[src/rtl/pwcm_pkg.sv]
// ----------------------------------------------------------------------------
// pwcm_pkg: shared types and constants for the pulse width capture meter
// Field widths, register indexes, event codes and the status bundle of
// the serial arithmetic units.
// ----------------------------------------------------------------------------
package pwcm_pkg;

  // timer and state widths
  localparam int COUNTER_WIDTH    = 16;
  localparam int WRAP_COUNT_WIDTH = 16;
  localparam int PERIOD_WIDTH     = COUNTER_WIDTH + 1;
  localparam int SPAN_WIDTH       = COUNTER_WIDTH + 1;
  localparam int PROD_WIDTH       = COUNTER_WIDTH + WRAP_COUNT_WIDTH;

  // configuration and result widths
  localparam int RELOAD_WIDTH   = 16;
  localparam int TPM_WIDTH      = 20;
  localparam int CFG_DATA_WIDTH = 20;
  localparam int OVF_MS_WIDTH   = 32;
  localparam int SPAN_MS_WIDTH  = 16;

  // register reset values
  localparam logic [RELOAD_WIDTH-1:0] RELOAD_RESET = 16'hFFFF;
  localparam logic [TPM_WIDTH-1:0]    TPM_RESET    = 20'd16000;

  // serial unit step counts and counter widths
  localparam int MUL_STEPS = WRAP_COUNT_WIDTH;
  localparam int DIV_STEPS = PROD_WIDTH;
  localparam int MUL_CNT_W = $clog2(MUL_STEPS + 1);
  localparam int DIV_CNT_W = $clog2(DIV_STEPS + 1);

  // event codes
  typedef enum logic [1:0] {
    OP_OVERFLOW = 2'd0,
    OP_FALL     = 2'd1,
    OP_RISE     = 2'd2
  } op_t;

  // register indexes
  typedef enum logic {
    CFG_RELOAD = 1'b0,
    CFG_TPM    = 1'b1
  } cfg_idx_t;

  // status of a serial unit
  typedef struct packed {
    logic busy;
    logic done;
  } seq_stat_t;

  // one restoring division step
  typedef struct packed {
    logic [TPM_WIDTH-1:0] rem;
    logic                 q;
  } div_step_t;

endpackage

[src/rtl/pwcm_mul.sv]
// ----------------------------------------------------------------------------
// pwcm_mul: serial shift-add multiplier
// Scans the wrap count one bit per cycle, adding the shifted wrap period
// into the product. Pulses done when the last bit has been taken.
// ----------------------------------------------------------------------------
module pwcm_mul (
  input  logic                                   clk,
  input  logic                                   rst,
  input  logic                                   start,
  input  logic [pwcm_pkg::WRAP_COUNT_WIDTH-1:0]  mplier_in,
  input  logic [pwcm_pkg::PERIOD_WIDTH-1:0]      mcand_in,
  output pwcm_pkg::seq_stat_t                    stat,
  output logic [pwcm_pkg::PROD_WIDTH-1:0]        product
);

  logic [pwcm_pkg::MUL_CNT_W-1:0]        cnt;
  logic [pwcm_pkg::WRAP_COUNT_WIDTH-1:0] mplier;
  logic [pwcm_pkg::PROD_WIDTH-1:0]       mcand;

  // step control
  always_ff @(posedge clk) begin
    if (rst) begin
      stat <= '0;
      cnt  <= '0;
    end else begin
      stat.done <= 1'b0;
      if (start) begin
        stat.busy <= 1'b1;
        cnt       <= pwcm_pkg::MUL_CNT_W'(pwcm_pkg::MUL_STEPS);
      end else if (stat.busy) begin
        cnt <= cnt - 1'b1;
        if (cnt == pwcm_pkg::MUL_CNT_W'(1)) begin
          stat.busy <= 1'b0;
          stat.done <= 1'b1;
        end
      end
    end
  end

  // datapath: one multiplier bit per cycle
  always_ff @(posedge clk) begin
    if (start) begin
      product <= '0;
      mplier  <= mplier_in;
      mcand   <= pwcm_pkg::PROD_WIDTH'(mcand_in);
    end else if (stat.busy) begin
      if (mplier[0]) begin
        product <= product + mcand;
      end
      mplier <= mplier >> 1;
      mcand  <= {mcand[pwcm_pkg::PROD_WIDTH-2:0], 1'b0};
    end
  end

endmodule

[src/rtl/pwcm_div.sv]
// ----------------------------------------------------------------------------
// pwcm_div: two-lane bit-serial restoring divider
// Both lanes share one divisor and one step counter and retire one
// quotient bit each per cycle. A zero divisor yields an all-ones quotient.
// ----------------------------------------------------------------------------
module pwcm_div (
  input  logic                               clk,
  input  logic                               rst,
  input  logic                               start,
  input  logic [pwcm_pkg::TPM_WIDTH-1:0]     den,
  input  logic [pwcm_pkg::PROD_WIDTH-1:0]    num_a,
  input  logic [pwcm_pkg::SPAN_WIDTH-1:0]    num_b,
  output pwcm_pkg::seq_stat_t                stat,
  output logic [pwcm_pkg::PROD_WIDTH-1:0]    quo_a,
  output logic [pwcm_pkg::PROD_WIDTH-1:0]    quo_b
);

  logic [pwcm_pkg::DIV_CNT_W-1:0] cnt;
  logic [pwcm_pkg::TPM_WIDTH-1:0] rem_a;
  logic [pwcm_pkg::TPM_WIDTH-1:0] rem_b;
  pwcm_pkg::div_step_t            step_a;
  pwcm_pkg::div_step_t            step_b;

  // shift one numerator bit into the remainder, subtract if it fits
  function automatic pwcm_pkg::div_step_t div_step(
    input logic [pwcm_pkg::TPM_WIDTH-1:0] rem,
    input logic [pwcm_pkg::TPM_WIDTH-1:0] d,
    input logic                           nbit
  );
    logic [pwcm_pkg::TPM_WIDTH:0] rs;
    pwcm_pkg::div_step_t          r;
    rs = {rem, nbit};
    if (rs >= {1'b0, d}) begin
      r.rem = pwcm_pkg::TPM_WIDTH'(rs - {1'b0, d});
      r.q   = 1'b1;
    end else begin
      r.rem = rs[pwcm_pkg::TPM_WIDTH-1:0];
      r.q   = 1'b0;
    end
    return r;
  endfunction

  assign step_a = div_step(rem_a, den, quo_a[pwcm_pkg::PROD_WIDTH-1]);
  assign step_b = div_step(rem_b, den, quo_b[pwcm_pkg::PROD_WIDTH-1]);

  // step control
  always_ff @(posedge clk) begin
    if (rst) begin
      stat <= '0;
      cnt  <= '0;
    end else begin
      stat.done <= 1'b0;
      if (start) begin
        stat.busy <= 1'b1;
        cnt       <= pwcm_pkg::DIV_CNT_W'(pwcm_pkg::DIV_STEPS);
      end else if (stat.busy) begin
        cnt <= cnt - 1'b1;
        if (cnt == pwcm_pkg::DIV_CNT_W'(1)) begin
          stat.busy <= 1'b0;
          stat.done <= 1'b1;
        end
      end
    end
  end

  // numerator registers turn into quotients as bits shift through
  always_ff @(posedge clk) begin
    if (start) begin
      rem_a <= '0;
      rem_b <= '0;
      quo_a <= num_a;
      quo_b <= pwcm_pkg::PROD_WIDTH'(num_b);
    end else if (stat.busy) begin
      rem_a <= step_a.rem;
      rem_b <= step_b.rem;
      quo_a <= {quo_a[pwcm_pkg::PROD_WIDTH-2:0], step_a.q};
      quo_b <= {quo_b[pwcm_pkg::PROD_WIDTH-2:0], step_b.q};
    end
  end

endmodule

[src/rtl/pulse_width_capture_meter.sv]
// ----------------------------------------------------------------------------
// pulse_width_capture_meter: pulse low-time meter from timer capture events
// Tracks the start capture and wrap count, and for each end-of-pulse event
// reports wrap time and partial span time in milliseconds.
//
//   channel  dir  handshake           payload
//   in       in   in_valid/in_ready   op, capture_value
//   out      out  out_valid/out_ready wrap_ms, span_ms
//   cfg      in   cfg_valid/cfg_ready cfg_index, cfg_data
//
// Overflow and start events only update the pulse state and leave the input
// ready. An end event runs the serial multiplier (one wrap-count bit per
// cycle), then the shared two-lane divider (one quotient bit per cycle),
// then loads the output register; the next request is taken once the result
// has been loaded. A second result waits in the divider, with the input
// stalled, until the output register frees.
// Reset (rst, synchronous) clears state and loads the register defaults.
// ----------------------------------------------------------------------------
module pulse_width_capture_meter (
  input  logic                                  clk,
  input  logic                                  rst,
  // input requests
  input  logic                                  in_valid,
  output logic                                  in_ready,
  input  logic [1:0]                            op,
  input  logic [pwcm_pkg::COUNTER_WIDTH-1:0]    capture_value,
  // results
  output logic                                  out_valid,
  input  logic                                  out_ready,
  output logic [pwcm_pkg::OVF_MS_WIDTH-1:0]     wrap_ms,
  output logic [pwcm_pkg::SPAN_MS_WIDTH-1:0]    span_ms,
  // configuration
  input  logic                                  cfg_valid,
  output logic                                  cfg_ready,
  input  logic                                  cfg_index,
  input  logic [pwcm_pkg::CFG_DATA_WIDTH-1:0]   cfg_data
);

  typedef enum logic [3:0] {
    S_IDLE = 4'b0001,
    S_MUL  = 4'b0010,
    S_DIV  = 4'b0100,
    S_HOLD = 4'b1000
  } state_t;

  state_t state;
  state_t state_next;

  logic [pwcm_pkg::RELOAD_WIDTH-1:0]     reload_value;
  logic [pwcm_pkg::TPM_WIDTH-1:0]        ticks_per_ms;
  logic [pwcm_pkg::COUNTER_WIDTH-1:0]    start_capture;
  logic [pwcm_pkg::WRAP_COUNT_WIDTH-1:0] wrap_count;
  logic [pwcm_pkg::SPAN_WIDTH-1:0]       span;

  logic                                  accept;
  logic                                  rise_go;
  logic [pwcm_pkg::PERIOD_WIDTH-1:0]     period;
  logic [pwcm_pkg::SPAN_WIDTH-1:0]       wrapped_end;
  logic [pwcm_pkg::WRAP_COUNT_WIDTH-1:0] wraps_used;
  logic [pwcm_pkg::SPAN_WIDTH-1:0]       span_next;
  logic                                  out_free;

  pwcm_pkg::seq_stat_t                   mul_st;
  pwcm_pkg::seq_stat_t                   div_st;
  logic [pwcm_pkg::PROD_WIDTH-1:0]       product;
  logic [pwcm_pkg::PROD_WIDTH-1:0]       quo_a;
  logic [pwcm_pkg::PROD_WIDTH-1:0]       quo_b;

  assign in_ready  = (state == S_IDLE);
  assign cfg_ready = 1'b1;
  assign accept    = in_valid && in_ready;
  assign rise_go   = accept && (pwcm_pkg::op_t'(op) == pwcm_pkg::OP_RISE);
  assign out_free  = !out_valid || out_ready;

  // end-event span and wrap count; end not above start means a wrap
  assign period      = pwcm_pkg::PERIOD_WIDTH'(reload_value) + 1'b1;
  assign wrapped_end = pwcm_pkg::SPAN_WIDTH'(capture_value) + period;
  always_comb begin
    if (capture_value > start_capture) begin
      wraps_used = wrap_count;
      span_next  = pwcm_pkg::SPAN_WIDTH'(capture_value - start_capture);
    end else begin
      wraps_used = (wrap_count == '0) ? '0 : wrap_count - 1'b1;
      if (wrapped_end >= pwcm_pkg::SPAN_WIDTH'(start_capture)) begin
        span_next = wrapped_end - pwcm_pkg::SPAN_WIDTH'(start_capture);
      end else begin
        span_next = '0;
      end
    end
  end

  // configuration registers
  always_ff @(posedge clk) begin
    if (rst) begin
      reload_value <= pwcm_pkg::RELOAD_RESET;
      ticks_per_ms <= pwcm_pkg::TPM_RESET;
    end else if (cfg_valid && cfg_ready) begin
      unique case (pwcm_pkg::cfg_idx_t'(cfg_index))
        pwcm_pkg::CFG_RELOAD: reload_value <= cfg_data[pwcm_pkg::RELOAD_WIDTH-1:0];
        pwcm_pkg::CFG_TPM:    ticks_per_ms <= cfg_data;
      endcase
    end
  end

  // pulse state: start capture and saturating wrap count
  always_ff @(posedge clk) begin
    if (rst) begin
      start_capture <= '0;
      wrap_count    <= '0;
    end else if (accept) begin
      unique case (pwcm_pkg::op_t'(op))
        pwcm_pkg::OP_OVERFLOW: begin
          if (wrap_count != '1) begin
            wrap_count <= wrap_count + 1'b1;
          end
        end
        pwcm_pkg::OP_FALL: begin
          start_capture <= capture_value;
          wrap_count    <= '0;
        end
        default: ;
      endcase
    end
  end

  // span held for the divider
  always_ff @(posedge clk) begin
    if (rise_go) begin
      span <= span_next;
    end
  end

  // sequencer
  always_comb begin
    state_next = state;
    unique case (state)
      S_IDLE: if (rise_go) state_next = S_MUL;
      S_MUL:  if (mul_st.done) state_next = S_DIV;
      S_DIV:  if (div_st.done) state_next = S_HOLD;
      S_HOLD: if (out_free) state_next = S_IDLE;
      default: state_next = S_IDLE;
    endcase
  end

  always_ff @(posedge clk) begin
    if (rst) begin
      state <= S_IDLE;
    end else begin
      state <= state_next;
    end
  end

  // output register with saturation of the span result
  always_ff @(posedge clk) begin
    if (rst) begin
      out_valid <= 1'b0;
    end else if (state == S_HOLD && out_free) begin
      out_valid <= 1'b1;
    end else if (out_ready) begin
      out_valid <= 1'b0;
    end
  end

  always_ff @(posedge clk) begin
    if (state == S_HOLD && out_free) begin
      wrap_ms <= quo_a;
      span_ms <= (|quo_b[pwcm_pkg::PROD_WIDTH-1:pwcm_pkg::SPAN_MS_WIDTH]) ?
                 '1 : quo_b[pwcm_pkg::SPAN_MS_WIDTH-1:0];
    end
  end

  pwcm_mul u_mul (
    .clk       (clk),
    .rst       (rst),
    .start     (rise_go),
    .mplier_in (wraps_used),
    .mcand_in  (period),
    .stat      (mul_st),
    .product   (product)
  );

  pwcm_div u_div (
    .clk   (clk),
    .rst   (rst),
    .start (mul_st.done),
    .den   (ticks_per_ms),
    .num_a (product),
    .num_b (span),
    .stat  (div_st),
    .quo_a (quo_a),
    .quo_b (quo_b)
  );

  // checks
  a_idle_units_free: assert property (@(posedge clk) disable iff (rst)
    in_ready |-> !mul_st.busy && !div_st.busy)
    else $error("arithmetic unit busy while accepting requests");

  a_mul_feeds_div: assert property (@(posedge clk) disable iff (rst)
    mul_st.done |=> div_st.busy && state == S_DIV)
    else $error("divider not started after multiply");

  a_div_done_state: assert property (@(posedge clk) disable iff (rst)
    div_st.done |-> state == S_DIV)
    else $error("divider finished outside divide phase");

  a_hold_loads: assert property (@(posedge clk) disable iff (rst)
    state == S_HOLD && out_free |=> out_valid && state == S_IDLE)
    else $error("result not loaded into output register");

  a_wrap_monotonic: assert property (@(posedge clk) disable iff (rst)
    accept && pwcm_pkg::op_t'(op) == pwcm_pkg::OP_OVERFLOW
      |=> wrap_count >= $past(wrap_count))
    else $error("wrap count went down on overflow");

endmodule
[config.mk]
export PLATFORM = sky130hd
export DESIGN_NAME = pulse_width_capture_meter
export DESIGN_NICKNAME = d
export VERILOG_FILES = /design/src/rtl/pwcm_pkg.sv /design/src/rtl/pwcm_mul.sv /design/src/rtl/pwcm_div.sv /design/src/rtl/pulse_width_capture_meter.sv
export SDC_FILE = /design/constraint.sdc
export NUM_CORES = 1
export LEC_CHECK = 0
export ABC_CLOCK_PERIOD_IN_PS = 6200
export BUFFER_PORTS_ARGS = -buffer_cell sky130_fd_sc_hd__buf_2
export CAP_MARGIN = 20
export CORE_UTILIZATION = 60
export DETAILED_ROUTE_END_ITERATION = 7
export PLACE_DENSITY = 0.9
export SLEW_MARGIN = 0
export SYNTH_ARGS = -nofsm -noshare
export SYNTH_HDL_FRONTEND = slang
export SYNTH_HIERARCHICAL = 1
export SYNTH_SLANG_ARGS = --single-unit
export TNS_END_PERCENT = 30
[constraint.sdc]
create_clock -name clk -period 6.2 [get_ports clk]
set_input_delay 1.24 -clock clk [delete_from_list [all_inputs] [get_ports clk]]
set_output_delay 1.24 -clock clk [all_outputs]
set_load 0.005 [all_outputs]
==> flow_summary.json <==
{
  "avgViaCountPerCell": 6.26,
  "final_cells": 2639,
  "worst_ir_drop_vdd_mv": 0.237,
  "die_h_um": 184,
  "worstSetupEndpointType": "flip-flop",
  "postRouteAntennaNets": 0,
  "cts_tree": "yes",
  "path_cells": "ha_1 -> nand3_1 -> nor2_1 -> xor2_1 -> ha_1 -> a21oi_1 -> nand2_1 -> a22o_1 -> a211oi_1 -> o21ai_0 -> o21ai_0 -> xnor2_1 -> ha_1 -> o21ai_0 -> a21oi_1 -> nor2_1 -> a31oi_1 -> a21boi_0 -> nor3b_2 -> buf_4 -> a211oi_1",
  "synth_area_um2": 19800,
  "fin_crit_sh": 0.824,
  "yosys_warnings": 6,
  "drive_gt1_frac": 0.141,
  "placedCellCount": 2569,
  "cts_resized": 0,
  "async_flop_share": 0,
  "path_max_fanout": 15,
  "slew_violations": 0,
  "cp-start-kind": "flip-flop",
  "synth-edff-count": 147,
  "fin_crit_ps": 5110,
  "syn_inst": 2110,
  "hold_viol_final": 0,
  "final_common_cell": "nand2_1",
  "syn-num-nets": 2289,
  "cts.sink_count": 337,
  "area_delta_synth_final_pct": 9.74,
  "clockBufferDepth": 3,
  "setup_violations": 0,
  "syn_avg_cell_area_um2": 9.40,
  "rsz0062_at_grt": "false",
  "clk_pin_slew_ps": 60,
  "worst-path-buf-inv": 1,
  "post_cts_buffers": 0,
  "first_pass_iters": 5,
  "powerDensity_nw_per_um2": 340,
  "fillCellCount": 2461,
  "initial_utilization": 0.609,
  "fp-row-count": 66,
  "fin_total_pwr_mw": 7.39,
  "tns_ps": 0,
  "die_area_um2": 33800,
  "fin_skew_ps": 29.8,
  "finalWeightedCongestion": 0.997,
  "synth.distinct_cells": 94,
  "dpl.hpwl_um": 35300,
  "grt_overflow": 0,
  "slowest_stage": "xor2_1",
  "ys_seq_elements": 337,
  "hold_slack_ps": 445,
  "critical_path_arrival_ps": 5460,
  "grt_pass1_wl_um": 79800,
  "cts_root_buffer": "clkbuf_16",
  "status": "completed",
  "core_area_um2": 32500,
  "cts_buffers": 37,
  "multi_input_area_um2": 10900,
  "routedWlPerCell_um": 18.9,
  "crit_type": "flip-flop to flip-flop",
  "drc": 0,
  "slew_headroom": 0.290,
  "clock_latency_ps": 550,
  "die_w_um": 184,
  "final_cell_mix": "nand2_1, dfxtp_1, a21oi_1",
  "grt_pass1_vias": 15700,
  "max_stage_delay_ps": 550,
  "hold_buffers": 0,
  "yosysSeqAreaShare": 0.415,
  "cp_top_family": "compound AO/OA/AOI/OAI gates",
  "tightest_slew_ps": 1060,
  "track_usage": 0.294,
  "grt_max_degree": 71,
  "htree_levels": 2,
  "synth_ff_type": "dfxtp_1",
  "worst_ep_required_time_ps": 6550,
  "vias": 16500,
  "hp-class": "flip-flop to flip-flop",
  "regArea_um2": 8220,
  "fmax_ghz": 0.196,
  "p_leak_nw": 8.29,
  "drt-total-wl_um": 50000,
  "num-nets-final": 2346,
  "io_pins": 95,
  "first_iter_violations": 1698,
  "grt_antenna_before_repair": 2,
  "cap_violations": 0,
  "io_buffers": 93
}
[through the flow]
| stage | area (µm²) | utilization | worst slack, ps |
|---|---|---|---|
| final | 21800 | 0.669 | 1090 |
| after global routing | 21800 | 0.669 | 754 |
| after CTS | 21700 | 0.668 | 1190 |
| after detailed placement | 20600 | 0.632 | 1010 |
| after global placement | 20600 | 0.632 | 1250 |
| after floorplan | 19800 | - | 1420 |
[report_power, final]
part	internal [mW]	leakage (nW)	switching, mW
Clock	1.21	0.571	0.902
Sequential	2.52	2.89	0.156
Combinational	1.07	4.83	1.53
[cell usage after synthesis (5+ instances only)]
cell	number	area share
nand3_1	81	0.020
and3_1	11	0.0035
nor3b_1	6	0.0023
nand4_1	25	0.0079
buf_1	14	0.0027
buf_4	5	0.0019
nand3b_1	5	0.0019
a21oi_1	176	0.044
edfxtp_1	147	0.22
a21o_1	22	0.0083
a32oi_1	9	0.0040
o21a_1	13	0.0049
or4_1	7	0.0027
nand2b_1	15	0.0047
o211ai_1	10	0.0038
and2_1	13	0.0041
inv_1	93	0.018
nor4_1	14	0.0044
xnor2_1	76	0.034
o21ai_1	5	0.0013
or3_1	16	0.0050
o21bai_1	12	0.0045
o41ai_1	9	0.0040
mux2i_1	56	0.028
a211o_1	6	0.0027
nor2_1	167	0.032
a31oi_1	11	0.0035
or2_2	25	0.0079
mux2_2	91	0.052
dfxtp_1	190	0.19
xor2_1	46	0.020
buf_2	7	0.0018
nand2_1	241	0.046
o22ai_1	6	0.0019
nor2b_1	24	0.0076
buf_6	5	0.0028
o31ai_1	6	0.0023
a21boi_0	6	0.0023
a311oi_1	11	0.0049
ha_1	129	0.081
nor3_1	32	0.0081
o21ai_0	98	0.025
a211oi_1	32	0.012
clkbuf_1	57	0.011
fa_1	6	0.0061
[final timing paths]
path	startpoint	end	slack, ps	depth (start not counted)
setup / recovery	reload_value[0]	span[0]	1090	21
hold / removal	u_div/quo_a[21]	wrap_ms[21]	450	0
setup reg to reg	reload_value[0]	span[0]	1090	21
hold reg to reg	u_div/quo_a[21]	wrap_ms[21]	450	0
[kinds of logic after synthesis]
family	count (synthesis)	share of synthesized area
simple gates	704	0.169
compound gates	481	0.156
flops	337	0.415
buf+inv	183	0.0385
mux	147	0.0800
fa+ha+maj	135	0.0875
xor+xnor	122	0.0539
other cells	1	0.000189
[metal layers]
layer | up-vias | global-route usage | share of wire
met5 | - | 0 | 0
met4 | 0 | 0.105 | 0.031
met3 | 131 | 0.0444 | 0.072
met2 | 714 | 0.502 | 0.48
met1 | 7933 | 0.377 | 0.41
li1 | 7755 | - | -
[cell type report]
type,instances,area share
diodes,1,0.000115
clock buffers,52,0.0475
clock inverters,16,0.00575
inverters,93,0.0160
multi-input cells,1590,0.499
flip-flops and latches,337,0.378
well taps,442,0.0254
repair buffers,108,0.0277
[state kept, by name, summed over array words and instances, names as in the netlist, 4 cells and up]
register,flops
ticks_per_ms,20
u_mul/mcand,32
u_div/quo_b,32
u_mul/cnt,5
span,17
span_ms,16
state,4
u_mul/mplier,16
u_mul/product,32
start_capture,16
wrap_ms,32
u_div/quo_a,32
u_div/rem_b,20
u_div/rem_a,20
reload_value,16
u_div/cnt,6
wrap_count,16
No activity file was read; power rests on OpenSTA's default activity.
